`src/cfir_pkg.sv`:
```
`timescale 1ns / 1ps

package cfir_pkg;

   localparam int TAPS        = 25;
   localparam int SAMPLE_BITS = 16;
   localparam int RESULT_BITS = 26;

   // index into the delay line memory and tap counter
   localparam int IDX_BITS   = (TAPS > 1) ? $clog2(TAPS) : 1;
   // fill count has to reach TAPS itself
   localparam int CNT_BITS   = $clog2(TAPS + 1);
   // tap coefficients run 1..TAPS, unsigned
   localparam int COEF_BITS  = $clog2(TAPS + 1);
   // signed sample times signed-extended coefficient
   localparam int PROD_BITS  = SAMPLE_BITS + COEF_BITS + 1;
   localparam int WORD_BITS  = 2 * SAMPLE_BITS;

   typedef enum logic [1:0] {
      ST_IDLE,
      ST_READ,
      ST_DRAIN,
      ST_OUT
   } state_type;

   typedef struct packed {
      logic clear;
      logic vld;
      logic live;
      logic last;
   } mac_ctl_type;

endpackage

```
`src/cfir_mac.sv`:
```
`timescale 1ns / 1ps

module cfir_mac (
   input  logic                                     clock,
   input  logic                                     reset,
   input  cfir_pkg::mac_ctl_type                    ctl,
   input  logic [cfir_pkg::IDX_BITS-1:0]            tap,
   input  logic signed [cfir_pkg::SAMPLE_BITS-1:0]  hist_real,
   input  logic signed [cfir_pkg::SAMPLE_BITS-1:0]  hist_imag,
   output logic signed [cfir_pkg::RESULT_BITS-1:0]  acc_real,
   output logic signed [cfir_pkg::RESULT_BITS-1:0]  acc_imag,
   output logic                                     done
);

   logic [cfir_pkg::COEF_BITS-1:0]         coef_re;
   logic [cfir_pkg::COEF_BITS-1:0]         coef_im;
   logic signed [cfir_pkg::SAMPLE_BITS-1:0] x_re;
   logic signed [cfir_pkg::SAMPLE_BITS-1:0] x_im;
   logic signed [cfir_pkg::COEF_BITS:0]    c_re;
   logic signed [cfir_pkg::COEF_BITS:0]    c_im;

   logic signed [cfir_pkg::PROD_BITS-1:0]  p_rr_in, p_ii_in, p_ri_in, p_ir_in;
   logic signed [cfir_pkg::PROD_BITS-1:0]  p_rr_ff, p_ii_ff, p_ri_ff, p_ir_ff;
   logic                                   p_vld_ff, p_last_ff;
   logic signed [cfir_pkg::RESULT_BITS-1:0] acc_real_in, acc_imag_in;
   logic signed [cfir_pkg::RESULT_BITS-1:0] acc_real_ff, acc_imag_ff;
   logic                                   done_ff;

   // tap k: real coefficient k+1, imaginary coefficient TAPS-k
   always_comb begin
      coef_re = cfir_pkg::COEF_BITS'(tap) + cfir_pkg::COEF_BITS'(1);
      coef_im = cfir_pkg::COEF_BITS'(cfir_pkg::TAPS) - cfir_pkg::COEF_BITS'(tap);
      c_re    = $signed({1'b0, coef_re});
      c_im    = $signed({1'b0, coef_im});
      // entries never written since reset count as zero
      x_re    = ctl.live ? hist_real : '0;
      x_im    = ctl.live ? hist_imag : '0;
      p_rr_in = cfir_pkg::PROD_BITS'(x_re) * cfir_pkg::PROD_BITS'(c_re);
      p_ii_in = cfir_pkg::PROD_BITS'(x_im) * cfir_pkg::PROD_BITS'(c_im);
      p_ri_in = cfir_pkg::PROD_BITS'(x_re) * cfir_pkg::PROD_BITS'(c_im);
      p_ir_in = cfir_pkg::PROD_BITS'(x_im) * cfir_pkg::PROD_BITS'(c_re);
   end

   always_ff @(posedge clock) begin
      p_rr_ff   <= p_rr_in;
      p_ii_ff   <= p_ii_in;
      p_ri_ff   <= p_ri_in;
      p_ir_ff   <= p_ir_in;
      p_last_ff <= ctl.last;
   end

   always_comb begin
      acc_real_in = acc_real_ff + cfir_pkg::RESULT_BITS'(p_rr_ff)
                    - cfir_pkg::RESULT_BITS'(p_ii_ff);
      acc_imag_in = acc_imag_ff + cfir_pkg::RESULT_BITS'(p_ri_ff)
                    + cfir_pkg::RESULT_BITS'(p_ir_ff);
   end

   always_ff @(posedge clock) begin
      if (reset) begin
         p_vld_ff <= 1'b0;
         done_ff  <= 1'b0;
      end else begin
         p_vld_ff <= ctl.vld;
         done_ff  <= p_vld_ff & p_last_ff;
      end
   end

   always_ff @(posedge clock) begin
      if (ctl.clear) begin
         acc_real_ff <= '0;
         acc_imag_ff <= '0;
      end else if (p_vld_ff) begin
         acc_real_ff <= acc_real_in;
         acc_imag_ff <= acc_imag_in;
      end
   end

   assign acc_real = acc_real_ff;
   assign acc_imag = acc_imag_ff;
   assign done     = done_ff;

endmodule

```
`src/complex_fir_filter_unit.sv`:
```
`timescale 1ns / 1ps

// complex fir filter, direct form, 25 fixed complex taps
// input channel req_: one complex sample word (req_sample_real, req_sample_imag),
//    taken when req_valid and req_ready are both high
// result channel rsp_: one complex result word per sample
//    (rsp_result_real, rsp_result_imag), exact 26-bit sums, taken on
//    rsp_valid and rsp_ready
// taps: real tap k is k+1, imaginary tap k is 25-k, k=0 for the newest sample
// the delay line sits in one 25-entry memory used as a ring; the accept cycle
//    writes the new sample, then one entry is read per cycle and fed through a
//    registered complex multiply and an accumulator
// one sample in flight: a new sample is taken only after the last one has walked
//    the 25 taps through the single memory read port and passed the multiply and
//    accumulate stages
// req_ready is high only between words; it does not wait for the result
//    register, so a new sample is taken while the last result still waits
// if the receiver stalls, the finished sum is held in the accumulator until
//    the result register frees up, and the next word waits with it
// reset (synchronous, active high) empties the delay line by clearing the
//    fill count: entries not yet written read as zero, no clearing pass

module complex_fir_filter_unit (
   input  logic                                     clock,
   input  logic                                     reset,
   input  logic                                     req_valid,
   output logic                                     req_ready,
   input  logic signed [cfir_pkg::SAMPLE_BITS-1:0]  req_sample_real,
   input  logic signed [cfir_pkg::SAMPLE_BITS-1:0]  req_sample_imag,
   output logic                                     rsp_valid,
   input  logic                                     rsp_ready,
   output logic signed [cfir_pkg::RESULT_BITS-1:0]  rsp_result_real,
   output logic signed [cfir_pkg::RESULT_BITS-1:0]  rsp_result_imag
);

   // delay line memory, one complex sample per entry, imag in the high half
   logic [cfir_pkg::WORD_BITS-1:0] hist_mem [cfir_pkg::TAPS];
   logic [cfir_pkg::WORD_BITS-1:0] rd_data_ff;

   cfir_pkg::state_type            state_ff, state_in;
   logic [cfir_pkg::IDX_BITS-1:0]  head_ff, head_in;     // newest entry
   logic [cfir_pkg::IDX_BITS-1:0]  rd_ptr_ff, rd_ptr_in; // entry being read
   logic [cfir_pkg::IDX_BITS-1:0]  tap_ff, tap_in;       // age of that entry
   logic [cfir_pkg::CNT_BITS-1:0]  fill_ff, fill_in;     // samples since reset, saturates at TAPS

   // read stage, lines up with rd_data_ff
   logic                           s1_vld_ff, s1_live_ff, s1_last_ff;
   logic [cfir_pkg::IDX_BITS-1:0]  s1_tap_ff;

   logic                           accept;
   logic                           issue;
   logic                           load_out;
   logic                           out_free;
   logic                           rsp_valid_ff;
   logic signed [cfir_pkg::RESULT_BITS-1:0] rsp_real_ff, rsp_imag_ff;

   cfir_pkg::mac_ctl_type          mac_ctl;
   logic signed [cfir_pkg::RESULT_BITS-1:0] acc_real, acc_imag;
   logic                           mac_done;

   assign out_free = ~rsp_valid_ff | rsp_ready;
   assign accept   = req_valid & req_ready;

   // control: next state and handshake
   always_comb begin
      state_in  = state_ff;
      head_in   = head_ff;
      rd_ptr_in = rd_ptr_ff;
      tap_in    = tap_ff;
      fill_in   = fill_ff;
      req_ready = 1'b0;
      issue     = 1'b0;
      load_out  = 1'b0;
      case (state_ff)
         cfir_pkg::ST_IDLE: begin
            req_ready = 1'b1;
            if (req_valid) begin
               // advance the ring head, new sample lands there
               if (head_ff == cfir_pkg::IDX_BITS'(cfir_pkg::TAPS - 1)) begin
                  head_in = '0;
               end else begin
                  head_in = head_ff + cfir_pkg::IDX_BITS'(1);
               end
               rd_ptr_in = head_in;
               tap_in    = '0;
               if (fill_ff != cfir_pkg::CNT_BITS'(cfir_pkg::TAPS)) begin
                  fill_in = fill_ff + cfir_pkg::CNT_BITS'(1);
               end
               state_in = cfir_pkg::ST_READ;
            end
         end
         cfir_pkg::ST_READ: begin
            issue = 1'b1;
            // walk backward from the newest sample
            if (rd_ptr_ff == '0) begin
               rd_ptr_in = cfir_pkg::IDX_BITS'(cfir_pkg::TAPS - 1);
            end else begin
               rd_ptr_in = rd_ptr_ff - cfir_pkg::IDX_BITS'(1);
            end
            if (tap_ff == cfir_pkg::IDX_BITS'(cfir_pkg::TAPS - 1)) begin
               state_in = cfir_pkg::ST_DRAIN;
            end else begin
               tap_in = tap_ff + cfir_pkg::IDX_BITS'(1);
            end
         end
         cfir_pkg::ST_DRAIN: begin
            // accumulator is final once the mac flags the last tap
            if (mac_done) begin
               if (out_free) begin
                  load_out = 1'b1;
                  state_in = cfir_pkg::ST_IDLE;
               end else begin
                  state_in = cfir_pkg::ST_OUT;
               end
            end
         end
         cfir_pkg::ST_OUT: begin
            if (out_free) begin
               load_out = 1'b1;
               state_in = cfir_pkg::ST_IDLE;
            end
         end
         default: begin
            state_in = cfir_pkg::ST_IDLE;
         end
      endcase
   end

   always_ff @(posedge clock) begin
      if (reset) begin
         state_ff  <= cfir_pkg::ST_IDLE;
         head_ff   <= '0;
         rd_ptr_ff <= '0;
         tap_ff    <= '0;
         fill_ff   <= '0;
         s1_vld_ff <= 1'b0;
      end else begin
         state_ff  <= state_in;
         head_ff   <= head_in;
         rd_ptr_ff <= rd_ptr_in;
         tap_ff    <= tap_in;
         fill_ff   <= fill_in;
         s1_vld_ff <= issue;
      end
   end

   // memory: write on accept, registered read while walking taps
   // write and reads never share a cycle, so no forwarding is needed
   always_ff @(posedge clock) begin
      if (accept) begin
         hist_mem[head_in] <= {req_sample_imag, req_sample_real};
      end
      rd_data_ff <= hist_mem[rd_ptr_ff];
   end

   always_ff @(posedge clock) begin
      s1_tap_ff  <= tap_ff;
      s1_live_ff <= cfir_pkg::CNT_BITS'(tap_ff) < fill_ff;
      s1_last_ff <= tap_ff == cfir_pkg::IDX_BITS'(cfir_pkg::TAPS - 1);
   end

   always_comb begin
      mac_ctl.clear = accept;
      mac_ctl.vld   = s1_vld_ff;
      mac_ctl.live  = s1_live_ff;
      mac_ctl.last  = s1_last_ff;
   end

   cfir_mac u_mac (
      .clock     (clock),
      .reset     (reset),
      .ctl       (mac_ctl),
      .tap       (s1_tap_ff),
      .hist_real (rd_data_ff[cfir_pkg::SAMPLE_BITS-1:0]),
      .hist_imag (rd_data_ff[cfir_pkg::WORD_BITS-1:cfir_pkg::SAMPLE_BITS]),
      .acc_real  (acc_real),
      .acc_imag  (acc_imag),
      .done      (mac_done)
   );

   // result register
   always_ff @(posedge clock) begin
      if (reset) begin
         rsp_valid_ff <= 1'b0;
      end else if (load_out) begin
         rsp_valid_ff <= 1'b1;
      end else if (rsp_ready) begin
         rsp_valid_ff <= 1'b0;
      end
   end

   always_ff @(posedge clock) begin
      if (load_out) begin
         rsp_real_ff <= acc_real;
         rsp_imag_ff <= acc_imag;
      end
   end

   assign rsp_valid       = rsp_valid_ff;
   assign rsp_result_real = rsp_real_ff;
   assign rsp_result_imag = rsp_imag_ff;

   // fill count saturates at the delay line depth
   assert property (@(posedge clock) disable iff (reset)
      fill_ff <= cfir_pkg::CNT_BITS'(cfir_pkg::TAPS))
      else $error("fill count past delay line depth");

   // memory reads only come from the tap walk
   assert property (@(posedge clock) disable iff (reset)
      s1_vld_ff |-> $past(state_ff == cfir_pkg::ST_READ))
      else $error("read data valid outside tap walk");

   // the last tap finishes only while draining
   assert property (@(posedge clock) disable iff (reset)
      mac_done |-> state_ff == cfir_pkg::ST_DRAIN)
      else $error("accumulator finished outside drain");

   // a result never overwrites one still waiting
   assert property (@(posedge clock) disable iff (reset)
      load_out |-> !rsp_valid_ff || rsp_ready)
      else $error("result register overwritten");

endmodule
```
`config.mk`:
```
export PLATFORM = sky130hd
export DESIGN_NAME = complex_fir_filter_unit
export DESIGN_NICKNAME = d
export VERILOG_FILES = /design/src/cfir_pkg.sv /design/src/cfir_mac.sv /design/src/complex_fir_filter_unit.sv
export SDC_FILE = /design/constraint.sdc
export NUM_CORES = 2
export LEC_CHECK = 0
export BUFFER_PORTS_ARGS = -buffer_cell sky130_fd_sc_hd__buf_2
export CAP_MARGIN = 10
export CORE_MARGIN = 5
export CORE_UTILIZATION = 26
export CTS_CLUSTER_SIZE = 12
export DETAILED_ROUTE_END_ITERATION = 10
export PLACE_DENSITY_LB_ADDON = 0.08
export RECOVER_POWER = 50
export SYNTH_ARGS = -nofsm -noshare
export SYNTH_HDL_FRONTEND = slang
export SYNTH_HIERARCHICAL = 1
export SYNTH_SLANG_ARGS = --single-unit
```
`constraint.sdc`:
```
create_clock -name clock -period 7.9 [get_ports clock]
set_input_delay 1.58 -clock clock [delete_from_list [all_inputs] [get_ports clock]]
set_output_delay 1.58 -clock clock [all_outputs]
set_load 0.01 [all_outputs]
```
==> summary.txt <==
HPWL Detailed = 102600 µm
Fin crit share = 0.7843
Top-area cell type share of the netlist area = 0.4875
Most used routing layer in global routing = met2
Synth cell types = 78
Cts bufs inserted = 132
Sequential share of power = 0.397
Max Slew Vio Count = 69
Initial Util = 0.2604
Initial antenna violation count = 17
Non-Filler Instances = 6730
Cell count after placement = 6481
Vias in the first global route = 32400
Die width = 459.3 µm
Post-cts sizing count = 0
Gate Count Post-Synth = 3800
CTS Sinks = 1056
Filler Cell Count = 20460
CP Max Fanout = 71
Slew Limit Headroom = -0.9022
DRC = 0
Met1 usage = 0.1900
Overflow left after global routing = 0
Overall Global Routing Usage = 0.1458
Syn avg cell area = 13.81 µm²
Die area = 0.2109 mm²
CTS root buf = clkbuf_16
Placer Congestion = 0.7505
Power per cell area = 278.7 mW/mm²
Core Footprint = 0.2015 mm²
# H-tree levels = 4
Arr. time, crit path = 6.85 ns
Logic pwr share = 0.262
CTS tree = yes
Die H = 459.3 µm
Power Total = 0.01687 W
Max VDD drop = 186.9 µV
Final setup fails = 0
YS warnings = 6
Area Overhead vs Synth = 15.35%
Post-layout min period = 6.196 ns
GR Layer Usage met2 = 0.2522
Syn nets = 4311
Sequential fraction of the synthesis area = 0.5654
IO Port Bufs = 89
Final #Nets = 4454
Pint = 0.01139 W
Top cell type by total area after synthesis = edfxtp_1
GR Util met3 = 0.02289
Postcts setup bufs = 0
Skew final = 0.03519 ns
Crit start category = register
Largest net degree at the start of global routing = 72
Clock Power Share = 0.341
Switching power = 0.005482 W
Setup TNS = 0 ns
Area contributors post-synth = edfxtp_1, fa_1, dfxtp_1, mux4_2, ha_1
First-pass GRT wire length = 225500 µm
Routed len/inst = 22.79 µm
Primary FF master, synth = edfxtp_1
Failing checks = capacitance limit, slew limit
Worst slew pin tran = 2.853 ns
Via density = 4.502
Cell row count = 165
P_leak = 22.68 nW
MaxCap Viol Count = 2
Clk slew on worst S/H paths = 0.07 ns
Share of cells above drive strength 1 = 0.1239
Asr flop ratio synth = 0
Worst min path class = reg -> reg
Flops & latches, synth = 1056
Drt first pass iters = 7
Final WL = 153400 µm
Post-synth EDFFs = 852
I/O pins = 90
Routed Antenna Nets = 0
Status = finished with violations
Critical Path RT = 8.55 ns
Crit end category = register
Vias = 30300
Cell Area, Synth = 0.05248 mm²
Critical path class = reg -> reg
Final Hold Viols = 0
Sw Ratio = 0.3250
CTS Hold Bufs = 0
Unrepaired setup endpoints after global routing = false
Peak Freq = 161.4 MHz
Max clock buf depth = 3
Clk_lat worst skew = 0.76 ns
DR iter-0 viols = 1818
==> layout by cell type, fill, tap and decap left out, types with 19 or more instances in the layout <==
cell,netlist,final
xor2_1,48,46
o2111a_1,23,23
inv_1,436,436
mux2i_1,95,95
a221oi_1,33,33
mux4_2,156,156
o21a_1,19,19
a21o_1,63,63
clkinv_1,1,26
clkbuf_16,0,135
nand2b_1,21,21
nand3_1,77,77
nor2_1,310,294
xnor2_1,83,81
nor2b_1,23,22
dfxtp_1,204,198
buf_2,37,27
and3_1,54,54
o22ai_1,28,28
edfxtp_1,852,852
fa_1,247,247
a21oi_1,143,144
clkbuf_1,99,103
buf_4,2,66
o21ai_0,107,108
ha_1,228,228
nand2_1,152,151
==> power groups by stage <==
stage	clock network (W)	registers (W)	logic, W
global route	0.00623	0.00675	0.00503
detailed placement	0	0.00683	0.00449
finish	0.00575	0.00670	0.00443
CTS	0.00599	0.00671	0.00453
global placement	0	0.00683	0.00453
floorplan	0	0.00659	0.00333
==> cell type report <==
cell class / count / area (µm²) / share of cell area
flip-flops and latches: 1056 / 29690 / 0.4904
multi-input cells: 2153 / 20730 / 0.3425
clock buffers: 179 / 3613 / 0.05970
well taps: 2672 / 3343 / 0.05523
inverters: 438 / 1645 / 0.02718
repair buffers: 162 / 938.4 / 0.01550
clock inverters: 57 / 540.5 / 0.008929
diodes: 13 / 32.53 / 0.0005374
==> worst max-delay path, stage by stage, from the launching register on <==
cell	delay, ns
dfxtp_4	0.79
clkbuf_1	0.93
nand2_1	0.38
or2_2	0.44
inv_1	0.10
fa_1	0.39
ha_1	0.30
fa_1	0.38
ha_1	0.35
nor2b_1	0.14
o21ai_0	0.25
a21boi_1	0.17
o2111ai_1	0.33
a21boi_1	0.16
o31ai_1	0.36
or4b_1	0.47
o311ai_0	0.10
==> sequential cells by signal (all words and copies together) (netlist names), 21 cells and up <==
name / count
u_mac/p_ir_ff: 22
rd_data_ff: 32
u_mac/acc_imag: 26
rsp_result_imag: 26
u_mac/p_ri_ff: 22
u_mac/acc_real: 26
u_mac/p_rr_ff: 21
rsp_result_real: 26
u_mac/p_ii_ff: 21
hist_mem: 800
==> per-layer routing <==
layer,wire [µm],share of wire,vias up
met5,27,0.00018,-
met4,3957,0.026,4
met3,4961,0.032,187
met2,76160,0.50,442
met1,68250,0.45,15640
li1,-,-,14030
==> cell usage after synthesis (all sizes together), types with 8 or more instances <==
cell type and instances:
nand4 12, a21oi 145, mux4 156, a31oi 12, o211ai 9, nand2b 21
a21o 63, a22o 15, a211oi 17, nor2 313, o22ai 28, mux2i 95
xor2 48, ha 228, clkbuf 99, o21ai 109, xnor2 83, inv 436
o31ai 12, a221oi 33, o21bai 14, o21a 19, or2 18, nor2b 23
nand3 77, edfxtp 852, buf 54, nor3 28, or3 12, dfxtp 204
nand2 152, a22oi 8, and3 54, fa 247, o2111a 23
==> final timing paths <==
path	startpoint	endpoint	slack, ns	cells past startpoint
worst min register to register	s1_last_ff	u_mac/p_last_ff	0.33	0
worst max-delay path	s1_live_ff	u_mac/p_ii_ff[15]	1.70	16
worst min-delay path	s1_last_ff	u_mac/p_last_ff	0.33	0
worst max register to register	s1_live_ff	u_mac/p_ii_ff[15]	1.70	16
==> logic make-up (layout without fill, tap and decap cells) <==
group	count (synthesis)	in the layout	synth area share
mux	252	252	0.08529
buf+inv	591	836	0.04361
xor+xnor	131	131	0.02186
fa+ha+maj	475	475	0.1486
flops	1056	1056	0.5654
other cells	0	13	0
simple gates	738	738	0.06428
compound gates	557	557	0.07101
==> metrics by stage <==
stage                     utilization  area (µm²)  hold slack (ns)  setup slack [ns]
after floorplan                     -       52480           0.3096             1.786
after global placement         0.2802       56460           0.3134             2.139
after detailed placement       0.2802       56460           0.3227             2.084
after CTS                      0.3008       60610           0.3401             2.057
after global routing           0.3003       60500           0.3512             1.307
final                          0.3004       60530           0.3296             1.704
No activity file was read; power rests on OpenSTA's default activity.
